`src/cdp_pkg.sv`:
```
`timescale 1ns / 1ps
// ----------------------------------------------------------------------------
// cdp_pkg
// Shared types and constants for the compensated dot product unit.
// ----------------------------------------------------------------------------
package cdp_pkg;

    localparam int DBL_W   = 64;
    localparam int EXP_W   = 11;
    localparam int FRAC_W  = 52;
    localparam int MANT_W  = 53;
    localparam int EXT_W   = 110;   // carry, hidden, fraction, 56 low bits
    localparam int LOW_W   = 56;
    localparam int PROD_W  = 106;
    localparam int CHUNK_W = 14;
    localparam int CHUNKS  = 4;
    localparam int SEXP_W  = 13;    // signed working exponent

    localparam logic [DBL_W-1:0] DBL_ONE   = 64'h3FF0_0000_0000_0000;
    localparam logic [DBL_W-1:0] DBL_ZERO  = 64'h0000_0000_0000_0000;
    localparam logic [DBL_W-1:0] CANON_NAN = 64'h7FF8_0000_0000_0000;
    localparam logic [EXP_W-1:0] EXP_MAX   = 11'h7FF;

    typedef enum logic [1:0] {
        FPU_ADD,
        FPU_SUB,
        FPU_MUL
    } fpu_op_t;

    typedef struct packed {
        logic    start;
        fpu_op_t op;
    } fpu_cmd_t;

endpackage

```
`src/cdp_fpu.sv`:
```
`timescale 1ns / 1ps
// ----------------------------------------------------------------------------
// cdp_fpu
// Multi-cycle binary64 add, subtract and multiply, round to nearest even.
// ----------------------------------------------------------------------------
module cdp_fpu (
    input  logic                     clk,
    input  logic                     rst_n,
    input  cdp_pkg::fpu_cmd_t        cmd,
    input  logic [cdp_pkg::DBL_W-1:0] a,
    input  logic [cdp_pkg::DBL_W-1:0] b,
    output logic                     done,
    output logic [cdp_pkg::DBL_W-1:0] result
);

    typedef enum logic [2:0] {
        S_IDLE,
        S_SETUP,
        S_MULT,
        S_NORM,
        S_ROUND
    } state_t;

    state_t                          state_reg, state_next;
    cdp_pkg::fpu_op_t                op_reg, op_next;
    logic [cdp_pkg::DBL_W-1:0]       a_reg, a_next;
    logic [cdp_pkg::DBL_W-1:0]       b_reg, b_next;
    logic [cdp_pkg::EXT_W-1:0]       r_reg, r_next;
    logic signed [cdp_pkg::SEXP_W-1:0] e_reg, e_next;
    logic                            sign_reg, sign_next;
    logic                            zsign_reg, zsign_next;
    logic [cdp_pkg::PROD_W-1:0]      acc_reg, acc_next;
    logic [1:0]                      cnt_reg, cnt_next;
    logic                            done_reg, done_next;
    logic [cdp_pkg::DBL_W-1:0]       res_reg, res_next;

    // Unpack operands
    logic                            sa, sb, sbe;
    logic [cdp_pkg::EXP_W-1:0]       ea, eb, ea_eff, eb_eff;
    logic [cdp_pkg::MANT_W-1:0]      ma, mb;
    logic                            a_nan, b_nan, a_inf, b_inf, a_zero, b_zero;

    assign sa     = a_reg[63];
    assign sb     = b_reg[63];
    assign sbe    = b_reg[63] ^ (op_reg == cdp_pkg::FPU_SUB);
    assign ea     = a_reg[62:52];
    assign eb     = b_reg[62:52];
    assign ea_eff = (ea == '0) ? 11'd1 : ea;
    assign eb_eff = (eb == '0) ? 11'd1 : eb;
    assign ma     = {ea != '0, a_reg[51:0]};
    assign mb     = {eb != '0, b_reg[51:0]};
    assign a_nan  = (ea == cdp_pkg::EXP_MAX) && (a_reg[51:0] != '0);
    assign b_nan  = (eb == cdp_pkg::EXP_MAX) && (b_reg[51:0] != '0);
    assign a_inf  = (ea == cdp_pkg::EXP_MAX) && (a_reg[51:0] == '0);
    assign b_inf  = (eb == cdp_pkg::EXP_MAX) && (b_reg[51:0] == '0);
    assign a_zero = (ea == '0) && (a_reg[51:0] == '0);
    assign b_zero = (eb == '0) && (b_reg[51:0] == '0);

    // Special operand results
    logic                            is_mul;
    logic                            spec_hit;
    logic [cdp_pkg::DBL_W-1:0]       spec_val;

    assign is_mul = (op_reg == cdp_pkg::FPU_MUL);

    always_comb
    begin
        spec_hit = 1'b0;
        spec_val = cdp_pkg::CANON_NAN;
        if (a_nan || b_nan)
        begin
            spec_hit = 1'b1;
        end
        else if (is_mul)
        begin
            if ((a_inf && b_zero) || (b_inf && a_zero))
            begin
                spec_hit = 1'b1;
            end
            else if (a_inf || b_inf)
            begin
                spec_hit = 1'b1;
                spec_val = {sa ^ sb, cdp_pkg::EXP_MAX, 52'd0};
            end
        end
        else
        begin
            if (a_inf && b_inf && (sa != sbe))
            begin
                spec_hit = 1'b1;
            end
            else if (a_inf)
            begin
                spec_hit = 1'b1;
                spec_val = {sa, cdp_pkg::EXP_MAX, 52'd0};
            end
            else if (b_inf)
            begin
                spec_hit = 1'b1;
                spec_val = {sbe, cdp_pkg::EXP_MAX, 52'd0};
            end
        end
    end

    // Align and add magnitudes
    logic                            a_ge;
    logic [cdp_pkg::EXP_W-1:0]       e_big, e_small, d_sh;
    logic [cdp_pkg::MANT_W-1:0]      m_big, m_small;
    logic                            s_big;
    logic [cdp_pkg::EXT_W-1:0]       big_ext, small_ext, small_sh, aligned, add_sum;

    always_comb
    begin
        a_ge      = {ea_eff, ma} >= {eb_eff, mb};
        e_big     = a_ge ? ea_eff : eb_eff;
        e_small   = a_ge ? eb_eff : ea_eff;
        m_big     = a_ge ? ma : mb;
        m_small   = a_ge ? mb : ma;
        s_big     = a_ge ? sa : sbe;
        d_sh      = e_big - e_small;
        big_ext   = {1'b0, m_big, {cdp_pkg::LOW_W{1'b0}}};
        small_ext = {1'b0, m_small, {cdp_pkg::LOW_W{1'b0}}};
        small_sh  = small_ext >> d_sh;
        if (d_sh >= 11'(cdp_pkg::EXT_W))
        begin
            aligned = {{(cdp_pkg::EXT_W-1){1'b0}}, |m_small};
        end
        else
        begin
            aligned = {small_sh[cdp_pkg::EXT_W-1:1],
                       small_sh[0] | ((small_sh << d_sh) != small_ext)};
        end
        add_sum = (sa == sbe) ? (big_ext + aligned) : (big_ext - aligned);
    end

    // Partial product for one multiplier chunk
    logic [55:0]                     mb_pad;
    logic [cdp_pkg::CHUNK_W-1:0]     chunk;
    logic [cdp_pkg::MANT_W+cdp_pkg::CHUNK_W-1:0] partial;
    logic [cdp_pkg::PROD_W-1:0]      partial_sh;

    always_comb
    begin
        mb_pad     = {3'b000, mb};
        chunk      = mb_pad[cnt_reg*cdp_pkg::CHUNK_W +: cdp_pkg::CHUNK_W];
        partial    = ma * chunk;
        partial_sh = {{(cdp_pkg::PROD_W-cdp_pkg::MANT_W-cdp_pkg::CHUNK_W){1'b0}}, partial}
                     << (cnt_reg * cdp_pkg::CHUNK_W);
    end

    // Normalize step: right shift amount
    logic signed [cdp_pkg::SEXP_W-1:0] e_gap;
    logic [3:0]                      rsh;
    logic [cdp_pkg::EXT_W-1:0]       r_rsh;
    logic                            r_lost;

    always_comb
    begin
        e_gap = 13'sd1 - e_reg;
        if (e_reg < 13'sd1)
        begin
            rsh = (e_gap > 13'sd8) ? 4'd8 : e_gap[3:0];
        end
        else
        begin
            rsh = 4'd1;
        end
        r_rsh  = r_reg >> rsh;
        r_lost = (r_rsh << rsh) != r_reg;
    end

    // Round to nearest even and pack
    logic [cdp_pkg::MANT_W-1:0]      mant;
    logic                            rnd_inc;
    logic [cdp_pkg::MANT_W:0]        rsum;
    logic signed [cdp_pkg::SEXP_W-1:0] e_fin;
    logic [cdp_pkg::DBL_W-1:0]       rnd_val;

    always_comb
    begin
        mant    = r_reg[108:56];
        rnd_inc = r_reg[55] & ((|r_reg[54:0]) | r_reg[56]);
        rsum    = {1'b0, mant} + {{cdp_pkg::MANT_W{1'b0}}, rnd_inc};
        e_fin   = e_reg + {{(cdp_pkg::SEXP_W-1){1'b0}}, rsum[53]};
        if (e_fin >= 13'sd2047)
        begin
            rnd_val = {sign_reg, cdp_pkg::EXP_MAX, 52'd0};
        end
        else if (rsum[53])
        begin
            rnd_val = {sign_reg, e_fin[10:0], 52'd0};
        end
        else
        begin
            rnd_val = {sign_reg, rsum[52] ? e_fin[10:0] : 11'd0, rsum[51:0]};
        end
    end

    // Sequencer
    always_comb
    begin
        state_next = state_reg;
        op_next    = op_reg;
        a_next     = a_reg;
        b_next     = b_reg;
        r_next     = r_reg;
        e_next     = e_reg;
        sign_next  = sign_reg;
        zsign_next = zsign_reg;
        acc_next   = acc_reg;
        cnt_next   = cnt_reg;
        done_next  = 1'b0;
        res_next   = res_reg;
        unique case (state_reg)
            S_IDLE:
            begin
                if (cmd.start)
                begin
                    op_next    = cmd.op;
                    a_next     = a;
                    b_next     = b;
                    state_next = S_SETUP;
                end
            end
            S_SETUP:
            begin
                if (spec_hit)
                begin
                    res_next   = spec_val;
                    done_next  = 1'b1;
                    state_next = S_IDLE;
                end
                else if (is_mul)
                begin
                    e_next     = $signed({2'b00, ea_eff}) + $signed({2'b00, eb_eff})
                                 - 13'sd1023;
                    sign_next  = sa ^ sb;
                    zsign_next = sa ^ sb;
                    acc_next   = '0;
                    cnt_next   = '0;
                    state_next = S_MULT;
                end
                else
                begin
                    r_next     = add_sum;
                    e_next     = $signed({2'b00, e_big});
                    sign_next  = s_big;
                    zsign_next = sa & sbe;
                    state_next = S_NORM;
                end
            end
            S_MULT:
            begin
                acc_next = acc_reg + partial_sh;
                cnt_next = cnt_reg + 2'd1;
                if (cnt_reg == 2'(cdp_pkg::CHUNKS - 1))
                begin
                    r_next     = {acc_reg + partial_sh, 4'b0000};
                    state_next = S_NORM;
                end
            end
            S_NORM:
            begin
                if (r_reg == '0)
                begin
                    res_next   = {zsign_reg, 63'd0};
                    done_next  = 1'b1;
                    state_next = S_IDLE;
                end
                else if (e_reg < -13'sd64)
                begin
                    // Far below the smallest subnormal: only sticky survives
                    r_next = {{(cdp_pkg::EXT_W-1){1'b0}}, 1'b1};
                    e_next = 13'sd1;
                end
                else if (r_reg[109] || (e_reg < 13'sd1))
                begin
                    r_next = {r_rsh[cdp_pkg::EXT_W-1:1], r_rsh[0] | r_lost};
                    e_next = e_reg + $signed({9'd0, rsh});
                end
                else if (!r_reg[108] && (e_reg > 13'sd1))
                begin
                    if ((r_reg[108:105] == 4'd0) && (e_reg > 13'sd4))
                    begin
                        r_next = r_reg << 4;
                        e_next = e_reg - 13'sd4;
                    end
                    else
                    begin
                        r_next = r_reg << 1;
                        e_next = e_reg - 13'sd1;
                    end
                end
                else
                begin
                    state_next = S_ROUND;
                end
            end
            S_ROUND:
            begin
                res_next   = rnd_val;
                done_next  = 1'b1;
                state_next = S_IDLE;
            end
            default:
            begin
                state_next = S_IDLE;
            end
        endcase
    end

    // Hold state and registered outputs
    always_ff @(posedge clk or negedge rst_n)
    begin
        if (!rst_n)
        begin
            state_reg <= S_IDLE;
            op_reg    <= cdp_pkg::FPU_ADD;
            a_reg     <= '0;
            b_reg     <= '0;
            r_reg     <= '0;
            e_reg     <= '0;
            sign_reg  <= 1'b0;
            zsign_reg <= 1'b0;
            acc_reg   <= '0;
            cnt_reg   <= '0;
            done_reg  <= 1'b0;
            res_reg   <= '0;
        end
        else
        begin
            state_reg <= state_next;
            op_reg    <= op_next;
            a_reg     <= a_next;
            b_reg     <= b_next;
            r_reg     <= r_next;
            e_reg     <= e_next;
            sign_reg  <= sign_next;
            zsign_reg <= zsign_next;
            acc_reg   <= acc_next;
            cnt_reg   <= cnt_next;
            done_reg  <= done_next;
            res_reg   <= res_next;
        end
    end

    assign done   = done_reg;
    assign result = res_reg;

endmodule

```
`config.mk`:
```
export PLATFORM = sky130hd
export DESIGN_NAME = cdp_fpu
export DESIGN_NICKNAME = d
export VERILOG_FILES = /design/src/cdp_pkg.sv /design/src/cdp_fpu.sv
export SDC_FILE = /design/constraint.sdc
export NUM_CORES = 2
export LEC_CHECK = 0
export ABC_AREA = 1
export BUFFER_PORTS_ARGS = -buffer_cell sky130_fd_sc_hd__buf_2
export CAP_MARGIN = 10
export CORE_UTILIZATION = 25
export CTS_BUF_LIST = sky130_fd_sc_hd__clkbuf_4
export CTS_CLUSTER_SIZE = 14
export DETAILED_ROUTE_END_ITERATION = 10
export HOLD_SLACK_MARGIN = 0.05
export PLACE_DENSITY = 0.39
export SETUP_SLACK_MARGIN = 0.5
export SLEW_MARGIN = 15
export SYNTH_ARGS = -nofsm -noshare
export SYNTH_HDL_FRONTEND = slang
export SYNTH_SLANG_ARGS = --single-unit
```
`constraint.sdc`:
```
create_clock -name clk -period 35.8 [get_ports clk]
set_input_delay 1.79 -clock clk [delete_from_list [all_inputs] [get_ports clk]]
set_output_delay 1.79 -clock clk [all_outputs]
set_load 0.02 [all_outputs]
```
Yosys cells after proc, flatten, opt, wreduce, memory -nomap -nowiden
Cells that the tools add are included.
{"block": "totals", "register_bits": 431, "latchBits": 0, "ram_bits": 0, "mem_bits_ro": 0, "in_bits": 133, "output_inout_bits": 65, "wordCells": 183, "mem_count": 0}
{"block": "classes", "addsub": 13, "mul": 2, "div_mod_pow": 0, "n_lt_le_gt_ge": 8, "n_eq_ne": 25, "shift": 6, "mux": 68, "bitwise_logic": 8, "reduce_logical": 41}
{"cell": "$mux W110", "n": 10}
{"cell": "$mux W64", "n": 9}
{"cell": "$pmux W110 S3", "n": 1}
{"cell": "$mux W106", "n": 2}
{"cell": "$pmux W106 S2", "n": 1}
{"cell": "$pmux W64 S3", "n": 1}
{"cell": "$mux W63", "n": 2}
{"cell": "$add A109 B110 Y110", "n": 1}
{"cell": "$logic_not A110 Y1", "n": 1}
{"cell": "$ne A110 B109 Y1", "n": 1}
{"cell": "$ne A110 B110 Y1", "n": 1}
{"cell": "$shl A110 B11 Y110", "n": 1}
{"cell": "$shl A110 B4 Y110", "n": 1}
{"cell": "$shr A109 B11 Y110", "n": 1}
{"cell": "$shr A110 B4 Y110", "n": 1}
{"cell": "$sub A109 B110 Y110", "n": 1}
{"cell": "$add A106 B106 Y106", "n": 1}
{"cell": "$mux W53", "n": 2}
{"cell": "$shl A67 B6 Y106", "n": 1}
{"cell": "$logic_not A52 Y1", "n": 2}
{"cell": "$reduce_bool A52 Y1", "n": 2}
{"cell": "$mux W13", "n": 7}
{"cell": "$mul A53 B14 Y67", "n": 1}
{"cell": "$ge A64 B64 Y1", "n": 1}
{"cell": "other kinds (59)", "n": 119}

Logic depth before layout (Yosys ltp)
{"block": "depth", "ltp_word": 15, "mapped_depth": 83}

Worst setup path after synthesis
No wires, ideal clock.
{"block": "synth_path", "kind": "register to register", "start": "register cnt_reg[0]", "end": "register r_reg[109] (netlist name)", "setup_ps": 134, "t_arrival_ps": 12156, "t_required_ps": 35666, "slack_ps": 23510, "path_stages_with_launch": 72, "path_buffers": 5, "period_less_slack_ps": 12290, "cell_sequence": "dfrtp_1 clkbuf_1 clkbuf_1 clkbuf_1 clkbuf_1 o21ai_0 o221ai_1 clkbuf_1 nand2_1 fa_1 inv_1 fa_1 fa_1 inv_1 fa_1 fa_1 inv_1 fa_1 [36 not listed] ha_1 a21oi_1 inv_1 a31oi_1 o21ai_0 a31oi_1 inv_1 nand3_1 o311ai_0 nand3_1 o311ai_0 a311oi_1 xor2_1 xor2_1 nand2_1 nand2_1 o21ai_1 o21ai_0"}
{"block": "synth_between", "elab_chain_cells": 7, "word_cells_on_any_way": 10, "cone_classes": "1 x add/sub; 2 x mul; 2 x eq/ne; 2 x shift; 2 x mux; 1 x reduce/logical"}
{"element": "from (decl)", "line_no": "cdp_fpu.sv:33", "rtl": "logic [1:0] cnt_reg, cnt_next;"}
{"element": "from (signal assigned)", "line_no": "cdp_fpu.sv:341", "rtl": "cnt_reg <= cnt_next;"}
{"element": "$mul A2 B3 Y5", "line_no": "cdp_fpu.sv:145, cdp_fpu.sv:148"}
{"element": "$shiftx A56 B7 Y14", "line_no": "cdp_fpu.sv:145", "rtl": "chunk = mb_pad[cnt_reg*cdp_pkg::CHUNK_W +: cdp_pkg::CHUNK_W];"}
{"element": "$mul A53 B14 Y67", "line_no": "cdp_fpu.sv:146", "rtl": "partial = ma * chunk;"}
{"element": "$shl A67 B6 Y106", "line_no": "cdp_fpu.sv:147", "rtl": "partial_sh = {{(cdp_pkg::PROD_W-cdp_pkg::MANT_W-cdp_pkg::CHUNK_W){1'b0}}, partial}"}
{"element": "$add A106 B106 Y106", "line_no": "cdp_fpu.sv:258", "rtl": "r_next = {acc_reg + partial_sh, 4'b0000};"}
{"element": "$mux W110", "line_no": "cdp_fpu.sv:256", "rtl": "if (cnt_reg == 2'(cdp_pkg::CHUNKS - 1))"}
{"element": "$pmux W110 S3", "line_no": "cdp_fpu.sv:214", "rtl": "unique case (state_reg)"}
{"element": "to (signal assigned)", "line_no": "cdp_fpu.sv:336", "rtl": "r_reg <= r_next;"}
{"element": "to (decl)", "line_no": "cdp_fpu.sv:28", "rtl": "logic [cdp_pkg::EXT_W-1:0] r_reg, r_next;"}
Parallel ways exist; a longest one is shown, timed or not. The select of a mux whose other input is x is not followed.
A chain may end at the register's enable or synchronous reset.

Worst setup path in the final report
{"block": "layout_path", "start": "register cnt_reg[1]", "end": "register r_reg[107] (netlist name)"}
Same word-level chain as after synthesis.

==> results.md <==
- Leading cell type in the layout, fill and taps excluded: nand2_1
- Initial drt markers: 12100
- Clk sinks: 431
- Worst reg-to-reg setup slack: 18.16 ns
- Clock tree root driver cell: clkbuf_4
- Synth Cell Area: 0.0861 mm^2
- Mapped Nets: 15200
- Die area: 0.347 mm^2
- DRT Pass-1 Iters: 8
- Worst Setup SP: cnt_reg[1]
- FF-to-FF End: r_reg[107]
- CTS resizes: 0
- Routed wire length: approximately 540000 um
- Core Footprint: about 0.34 mm^2
- Placed inst area: just over 0.09 mm^2
- Startpoint Class: flip-flop
- First-pass GRT wire length: 754000 um
- Final ANT Viol Nets: 0
- Final Cycle Share: between 40% and 50%
- Dpl ws: approximately 18 ns
- Worst path slowest cell: dfrtp_1
- DR WL met2: about 220000 um
- Die width: 589 um
- Critical Path Stages: 71
- Worst Setup Path Type: flip-flop to flip-flop
- Run status: complete, no violations
- HPWL after DPL: around 440000 um
- Most frequent CP cell: a21oi_1
- Final GP Congestion: 1.03
- Most frequent cells in the layout: nand2_1, nand3_1, inv_1, nor2_1, o21ai_0
- Final Max Slew Viols: 0
- Crit end category: flip-flop
- Synth unique cells: 80
- Worst-skew pair later-pin latency: 1.29 ns
- CTS tree: yes
- Global route overflow: 0
- WL met1: 248000 um
- Synthesized instance count: 14000
- Worst path bufs/invs: 11
- Post-synth EDFFs: 0
- Mean post-synth cell area: between 6 and 7 um^2
- Worst-Margin Slew: ~1.4 ns
- Max-Cap Viols: 0
- Post-CTS Repair Setup Buffers: 0
- Post-CTS Hold Buffers: 0
- Seq/Total Area, Yosys: approximately 13%
- Clock-pin slew on the worst setup and hold paths: 0.08 ns
- WP data required: approximately 37 ns
- Initial antenna violation count: 37
- Asr flop ratio synth: 100%
- Via Count: around 100k
- Worst R2R Start: cnt_reg[1]
- Vias in the first global route: 96000
- Worst path top cell family by delay: compound AO/OA/AOI/OAI gates
- Final Hold Vio Count: 0
- CTS H-Tree Depth: 4
- RSZ-0062 raised after global routing: false
- R2R depth: 71
- Die height: 589 um
- Slew headroom: 5.02%
- Uppermost layer routed: met5
- Crit path to: r_reg[107]
- Tot GR Track Use: 30.2%
- CP arrival: 18.71 ns
- Total Nets Final: about 15000
- Yosys warning total: 0
- Setup-failing EPs final: 0
- Post-Route Setup TNS: 0 ns
- DRC viols: 0
- Drt via density: 5.50
- #FFs+latches synth: 431
- Share of cells above drive strength 1: 6.51%
- Num CTS Buffers: around 150
- CTS max path bufs: 4
- Critical path's largest stage delay: around 1.1 ns
- PortBufs: 197
- Utilization after layout: 27.3%
- Final Skew: 0.151 ns
- Worst min path class: flip-flop to flip-flop
- F_max: roughly 57 MHz
- Ys flop type: dfrtp_1
- Area delta synth->final: 8.63%
- Max reg flops: 110
- Number of I/O pins: 198
- Filler Cell Count: 39900
- Largest net degree at the start of global routing: 163
- Final Cell Area: 0.0935 mm^2
- Initial core utilization: 25.1%
- Worst-path maximum fanout: 53
- WL/cell: 29.4 um
- Min setup slack post-route: 18.16 ns
- FP Rows: 215
- Final Critical Period: 17.64 ns
- Met3 wire length: 42900 um
[tightest hold or removal path: stages, from the launching register on]
cell     delay [ns]
dfrtp_1        0.33
nand2_1        0.05
o21ai_0        0.06
[cell usage after synthesis, types with 13 or more instances]
cell	number	share of area, %
clkbuf_1	579	2.5
o21ai_1	69	0.40
or2_2	73	0.53
nand2_1	3621	16
inv_2	31	0.14
a22oi_1	27	0.24
buf_1	143	0.62
a31oi_1	208	1.5
o22ai_1	40	0.29
mux2i_1	58	0.67
nor4_1	75	0.54
o21a_1	114	0.99
nand2_2	22	0.16
xor2_1	127	1.3
a21boi_1	20	0.17
o31ai_1	17	0.15
a21boi_0	13	0.11
nand3_2	27	0.31
o211ai_1	70	0.61
nand3b_1	13	0.11
o221ai_1	21	0.21
nor2_2	13	0.094
a211oi_1	14	0.12
a21o_1	30	0.26
nor3_1	98	0.57
a32oi_1	54	0.55
ha_1	448	6.5
o21bai_1	22	0.19
nand4_1	291	2.1
buf_2	94	0.55
dfrtp_1	431	13
inv_1	1571	6.8
fa_1	613	14
xnor2_1	22	0.22
nand3_1	1806	10
nor2_1	1279	5.6
o21ai_0	913	5.3
a21oi_1	810	4.7
a32o_1	14	0.16
[kinds of logic (layout without fill, tap and decap cells)]
kind of cell / Yosys count / count (layout) / share of synthesized area [%]
multiplexers: 66 / 66 / 0.779
buffers and inverters: 2451 / 2290 / 11.0
XOR/XNOR: 150 / 150 / 1.53
flip-flops: 431 / 431 / 12.5
other: 0 / 17 / 0
AO/OA/AOI/OAI: 2529 / 2529 / 16.7
adder cells (fa/ha/maj): 1061 / 1061 / 20.8
AND/OR/NAND/NOR: 7353 / 7353 / 36.7
[metrics by stage]
step / std cells / hold WS (ns)
2_1_floorplan: 14000 / 0.448
3_3_place_gp: 18200 / 0.464
3_5_place_dp: 18200 / 0.471
4_1_cts: 18400 / 0.391
5_1_grt: 18400 / 0.494
6_report: 18500 / 0.477
[worst min-delay path by stage]
stage	endpoint	startpoint	slack (ns)	cells after the start
after floorplan	acc_reg[11]	acc_reg[11]	0.45	2
final	result[22]	result[22]	0.48	2
after CTS	acc_reg[76]	rst_n	0.39	1
after global placement	result[37]	result[37]	0.46	2
after global routing	result[23]	result[23]	0.49	2
after detailed placement	result[8]	result[8]	0.47	2
[per-layer routing]
layer	track usage (%)	up-vias
li1	-	46000
met4	12.8	30
met5	0	-
met1	43.3	50000
met2	44.3	4643
met3	5.12	795
[final cells by class]
type | count | area [um^2] | share of cell area [%]
tap | 4557 | 5700 | 6.10
clock inverter | 47 | 274 | 0.293
antenna | 17 | 42.5 | 0.0455
multi-input combinational | 11200 | 66300 | 70.8
clock buffer | 200 | 1500 | 1.61
inverter | 1614 | 6090 | 6.51
timing repair buffer | 429 | 2870 | 3.07
sequential | 431 | 10800 | 11.5
Power is left out: the tool's default activity adds up to more than one toggle a clock period on the data nets, which glitch-free logic cannot reach.
